===== config.mk =====
export PLATFORM = sky130hd
export DESIGN_NAME = ist_ctrl
export DESIGN_NICKNAME = d
export VERILOG_FILES = /design/src/hw/rtl/interval_set_table_top_defines.svh /design/src/hw/rtl/ist_pkg.sv /design/src/hw/rtl/ist_ctrl.sv
export SDC_FILE = /design/constraint.sdc
export NUM_CORES = 1
export LEC_CHECK = 0
export BUFFER_PORTS_ARGS = -buffer_cell sky130_fd_sc_hd__buf_2
export CORE_AREA = 2 2 39 41
export CTS_CLUSTER_DIAMETER = 30
export DETAILED_ROUTE_END_ITERATION = 10
export DIE_AREA = 0 0 41 43
export GPL_ROUTABILITY_DRIVEN = 0
export PLACE_DENSITY_LB_ADDON = 0.2
export SLEW_MARGIN = 20
export SYNTH_ARGS = -nofsm -noshare
export SYNTH_HDL_FRONTEND = slang
export SYNTH_SLANG_ARGS = --single-unit
export TNS_END_PERCENT = 1

===== constraint.sdc =====
create_clock -name i_clk -period 1.6 [get_ports i_clk]
set_input_delay 0.24 -clock i_clk [delete_from_list [all_inputs] [get_ports i_clk]]
set_output_delay 0.24 -clock i_clk [all_outputs]
set_load 0.01 [all_outputs]

===== src/hw/rtl/interval_set_table_top_defines.svh =====
// ----------------------------------------------------------------------------
// interval_set_table_top_defines
// assertion helpers for the interval set table
// ----------------------------------------------------------------------------
`ifndef INTERVAL_SET_TABLE_TOP_DEFINES_SVH
`define INTERVAL_SET_TABLE_TOP_DEFINES_SVH
`define IST_ASSERT(lbl, clk, rst_n, prop, msg) \
    lbl: assert property (@(posedge clk) disable iff (!rst_n) prop) else $error(msg);
`define IST_ASSERT_NR(lbl, clk, prop, msg) \
    lbl: assert property (@(posedge clk) prop) else $error(msg);
`endif


===== src/hw/rtl/ist_pkg.sv =====
// ----------------------------------------------------------------------------
// ist_pkg
// types and codes shared by the interval set table modules
// ----------------------------------------------------------------------------
package ist_pkg;
    localparam logic [1:0] OP_ADD    = 2'd0;
    localparam logic [1:0] OP_DEL    = 2'd1;
    localparam logic [1:0] OP_COUNT  = 2'd2;
    localparam logic [1:0] OP_LOOKUP = 2'd3;

    localparam logic [1:0] ST_OK      = 2'd0;
    localparam logic [1:0] ST_INVALID = 2'd1;
    localparam logic [1:0] ST_FULL    = 2'd2;

    typedef enum logic [3:0] {
        S_IDLE, S_CHECK, S_RD, S_WAIT, S_EVAL, S_RDLAST, S_WAITLAST, S_MOVE,
        S_APPEND, S_DONE
    } t_state;

    typedef struct packed {
        logic load;     // latch input beat
        logic rd_cur;   // read slot at index
        logic rd_last;  // read last slot
        logic eval;     // evaluate entry at index
        logic move;     // move last slot into index
        logic append;   // write union entry, new span or split piece
        logic step;     // index down
        logic finish;   // present result
    } t_cmd;

    typedef struct packed {
        logic invalid;
        logic idx_zero;
        logic empty_start;
        logic hit;
        logic need_move;
        logic need_append;
    } t_sts;
endpackage


===== src/hw/rtl/ist_ctrl.sv =====
// ----------------------------------------------------------------------------
// ist_ctrl
// sequencer for the table scan
// ----------------------------------------------------------------------------
module ist_ctrl (
    input  logic           i_clk,
    input  logic           i_rst_n,
    input  logic           i_in_valid,
    input  logic           i_out_taken,
    input  logic           i_out_busy,
    input  ist_pkg::t_sts  i_sts,
    output logic           o_in_ready,
    output ist_pkg::t_cmd  o_cmd
);
    ist_pkg::t_state r_state, n_state;

    always_ff @(posedge i_clk) begin
        if (!i_rst_n) begin
            r_state <= ist_pkg::S_IDLE;
        end else begin
            r_state <= n_state;
        end
    end

    always_comb begin
        n_state = r_state;
        case (r_state)
            ist_pkg::S_IDLE:     if (i_in_valid && !i_out_busy) n_state = ist_pkg::S_CHECK;
            ist_pkg::S_CHECK: begin
                if (i_sts.invalid) n_state = ist_pkg::S_DONE;
                else if (i_sts.empty_start) n_state = ist_pkg::S_APPEND;
                else n_state = ist_pkg::S_RD;
            end
            ist_pkg::S_RD:       n_state = ist_pkg::S_WAIT;
            ist_pkg::S_WAIT:     n_state = ist_pkg::S_EVAL;
            ist_pkg::S_EVAL: begin
                if (i_sts.need_move) n_state = ist_pkg::S_RDLAST;
                else if (i_sts.idx_zero) n_state = ist_pkg::S_APPEND;
                else n_state = ist_pkg::S_RD;
            end
            ist_pkg::S_RDLAST:   n_state = ist_pkg::S_WAITLAST;
            ist_pkg::S_WAITLAST: n_state = ist_pkg::S_MOVE;
            ist_pkg::S_MOVE: begin
                if (i_sts.idx_zero) n_state = ist_pkg::S_APPEND;
                else n_state = ist_pkg::S_RD;
            end
            ist_pkg::S_APPEND:   n_state = ist_pkg::S_DONE;
            ist_pkg::S_DONE:     if (!i_out_busy || i_out_taken) n_state = ist_pkg::S_IDLE;
            default:             n_state = ist_pkg::S_IDLE;
        endcase
    end

    always_comb begin
        o_cmd = '0;
        o_in_ready = 1'b0;
        case (r_state)
            ist_pkg::S_IDLE: begin
                o_in_ready = !i_out_busy;
                o_cmd.load = i_in_valid && !i_out_busy;
            end
            ist_pkg::S_RD:       o_cmd.rd_cur = 1'b1;
            ist_pkg::S_EVAL: begin
                o_cmd.eval = 1'b1;
                o_cmd.step = !i_sts.need_move && !i_sts.idx_zero;
            end
            ist_pkg::S_RDLAST:   o_cmd.rd_last = 1'b1;
            ist_pkg::S_WAITLAST: o_cmd.rd_last = 1'b1;
            ist_pkg::S_MOVE: begin
                o_cmd.move = 1'b1;
                o_cmd.step = !i_sts.idx_zero;
            end
            ist_pkg::S_APPEND:   o_cmd.append = i_sts.need_append;
            ist_pkg::S_DONE:     o_cmd.finish = !i_out_busy || i_out_taken;
            default:             o_cmd = '0;
        endcase
    end
endmodule


# Word level (Yosys, flattened, before mapping)
# Index checks and enable logic that the tools add are counted.
[totals]
output_inout_bits = 9
in_bits = 11
wordCells = 37
register_bits = 4
[classes]
n_eq_ne = 11
reduce_logical = 9
muxes = 16
[ops]
columns = ["op", "count"]
rows = [
  ["case mux 4 bit (10 select lines)", 1],
  ["2-to-1 mux 4 bit", 6],
  ["equality test 4 x 3 -> 1 bit, second input constant", 4],
  ["equality test 4 x 2 -> 1 bit, second input constant", 2],
  ["equality test 4 bit, second input constant", 2],
  ["2-to-1 mux 1 bit", 8],
  ["equality test 4 x 1 -> 1 bit, second input constant", 1],
  ["zero test 4 bit", 1],
  ["!= test 2 bit, second input constant", 2],
  ["zero test 1 bit", 3],
  ["logical AND 1 bit", 2],
  ["case mux 1 bit (2 select lines)", 1],
  ["AND reduction 2 bit", 1],
  ["OR reduction 2 bit", 1],
  ["logical OR 1 bit", 1],
]

# Longest topological paths before layout
[logic_depth]
ltp_word = 4
ltp_mapped = 5

# Worst setup path after synthesis
# OpenSTA, ideal clock, no wires.
[synth_path]
path_kind = "register to output"
from = "register r_state[1]"
to = "output o_cmd[1] (netlist bit)"
required_ns = 1.360
stages_incl_launch_ff = 5
setup_slack_ns = 0.231
arrival_ns = 1.129
path_cell_list = "dfxtp_1 > buf_6 > or2_4 > o21a_1 > nor3_1"
[synth_rtl]
columns = ["item", "line_no", "text"]
rows = [
  ["from (decl)", "ist_ctrl.sv:15", "ist_pkg::t_state r_state, n_state;"],
  ["from (signal assigned)", "ist_ctrl.sv:19", "r_state <= ist_pkg::S_IDLE;"],
  ["from (signal assigned)", "ist_ctrl.sv:21", "r_state <= n_state;"],
  ["to (decl)", "ist_ctrl.sv:13", "output ist_pkg::t_cmd o_cmd"],
]

==> metrics.yaml <==
layout:
  final_common_cell: "buf_2"
  multi_input_area_um2: 239
  diodes: 0
  seqCellArea_um2: 82.6
  final_cell_mix: "buf_2 (18), nor2_1 (7), nor3_1 (5)"
  nFillCells: 164
  largest_reg_flops: 4
  layout.nets: 88
  area_growth_pct: 43.5
  top_regs: "r_state x4"
  largest_register: "r_state"
  layout-drive-gt1-share_pct: 38.7
worst_setup_path:
  slowest_stage: "dfxtp_2"
  r2r_slack_ps: 250
  cpLargestDelayFamily: "simple AND/OR/NAND/NOR gates"
  crit_fanout: 5
  crit_path_start: "r_state[0]"
  worstPathCellList: "or2_4, o21a_1, nor3_2, buf_2"
  endpoint_kind: "primary output"
  cp.arrival_ps: 1290
  worstSetupStartpointType: "flop"
  reg2regPathDepth: 4
  r2r-end: "r_state[3]"
  criticalPathCategory: "reg2out"
  crit_buf_inv: 1
  required_ps: 1360
  reg2reg_from: "r_state[0]"
  cpPeakStageDelay_ps: 310
timing:
  timing_worst_slew_pin_value_ps: 232
  hold_viol: 0
  final-setup-viol-count: 0
  fmax_ghz: 0.652
  period_share_pct: 95.9
  finalSetupTns_ps: 0
  slew_headroom_pct: 84.4
  slew_violations: 0
  setup_ws_ps: 65.9
  period_minus_slack_ps: 1530
  skew_ps: 3.60
  grt_setup_unrepaired: "yes"
floorplan:
  die_h_um: 43
  initial_utilization_pct: 25.1
  die-area_um2: 1760
  std_cell_rows: 14
  num_io_pins: 20
  fp.coreArea_um2: 1380
  die_w_um: 41
drt:
  drtPass1Iterations: 4
  ant_nets: 0
  drt_wl_total_um: 969
  vias_per_cell: 4.75
  drt-initial-drc-count: 13
  wl_per_cell_um: 10.6
  num_vias: 432
  route.detailed.drc: 0
synth:
  yosys_warnings: 0
  synth.avg_cell_area_um2: 6.56
  synth_top_area_cell: "dfxtp_1"
  synth_nets: 64
  yosys-top-cells-area: "dfxtp_1 (23%), nor3_1 (8.6%), nor2_1 (7.6%), nand2b_1 (7.2%), a21oi_1 (5.8%)"
  seq_area_frac_synth_pct: 23.0
  netlist_instances: 53
  ys_ff_latch: 4
  post_synth_num_cell_types: 22
  syn_area_um2: 348
  post-synth-top-area-fraction_pct: 23.0
power:
  vdd_drop_max_uv: 371
  p_leak_nw: 0.239
  power.density_nw_per_um2: 839
cts:
  cts.sinks: 4
  cts_buffers: 3
  cts_root_buffer: "clkbuf_4"
  post_cts_buffers: 0
  cts_tree: "built"
  clkTransAtPathRegs_ps: 30
  cts_max_level: 1
  max-clock-path-buffers: 2
  insertion_delay_ps: 230
outcome:
  outcome: "finished, final reports clean"
hold_path:
  holdCritPathClass: "in2reg"
  holdPathEnd: "r_state[1]"
  hold_start: "i_rst_n"
  hold_depth: 2
grt:
  grt_overflow_total: 0
  antenna_found_initial: 0
  grt_pass1_wl_um: 1550
  grt_usage_pct: 13.0
  grt_max_degree: 12
  grt_pass1_vias: 354
placement:
  portBuffers: 18
  dp_slack_ps: 245
  post-dp-hpwl_um: 766
job:
  cap_violations: 0
area by class of cell:
type                            instances  share of cell area (%)
Tap cell                               16                    4.01
Clock buffer                            3                    4.51
Timing Repair Buffer                   22                    24.1
Sequential cell                         4                    16.5
Inverter                                4                    3.01
Multi-Input combinational cell         42                    47.9
report_power, final:
group / switching (mW) / internal [mW]
clock network: 0.0380 / 0.0836
registers: 0.00650 / 0.113
logic: 0.0977 / 0.0796
total: 0.142 / 0.276
stage by stage:
stage / cell area (um^2) / hold slack [ps] / cells / utilization, % / power, mW
2_1_floorplan: 348 / 358 / 53 / - / 0.235
3_3_place_gp: 469 / 492 / 88 / 33.9 / 0.295
3_5_place_dp: 469 / 486 / 88 / 33.9 / 0.293
4_1_cts: 497 / 242 / 91 / 35.9 / 0.424
5_1_grt: 499 / 247 / 91 / 36.1 / 0.455
6_report: 499 / 252 / 91 / 36.1 / 0.419
how the worst max path moves through the flow:
stage               depth (start not counted)          to
finish                                      4    o_cmd[1]
floorplan                                   4    o_cmd[1]
detailed placement                          4    o_cmd[1]
global placement                            4  r_state[3]
CTS                                         4    o_cmd[1]
global route                                4    o_cmd[1]
routing by layer:
metal,up-vias,GRT usage (%),wire length (um)
li1,230,-,-
met1,192,19.3,465
met2,10,15.6,456
met3,0,5.24,46
met4,0,6.00,0
met5,-,0,0
cell usage after synthesis:
cell type	number
and3_1	1
clkbuf_1	2
nor2_1	7
a31oi_1	1
or2_4	1
inv_1	4
o21bai_1	1
nand2_1	4
nand2b_1	4
nor3_1	6
dfxtp_1	4
o21a_1	2
buf_6	1
nand3_1	2
nor2b_1	1
or3b_1	1
o21ai_0	2
a21oi_1	4
o221ai_1	1
o2111ai_1	1
nor4_1	2
a22o_1	1
cells by family (layout without fill, tap and decap cells):
family	count (synthesis)	count (layout)	share of synthesized area [%]
AND/OR/NAND/NOR	29	29	42.8
AO/OA/AOI/OAI	13	13	24.5
buffers and inverters	7	29	9.71
flip-flops	4	4	23.0
timing repair:
action	CTS	global route
hold buffers	0	0
endpoints found under the hold margin	0	0
pin swaps	0	0
setup endpoints to repair	1	1
gates resized for setup	1	2
No activity file was read; power rests on OpenSTA's default activity.
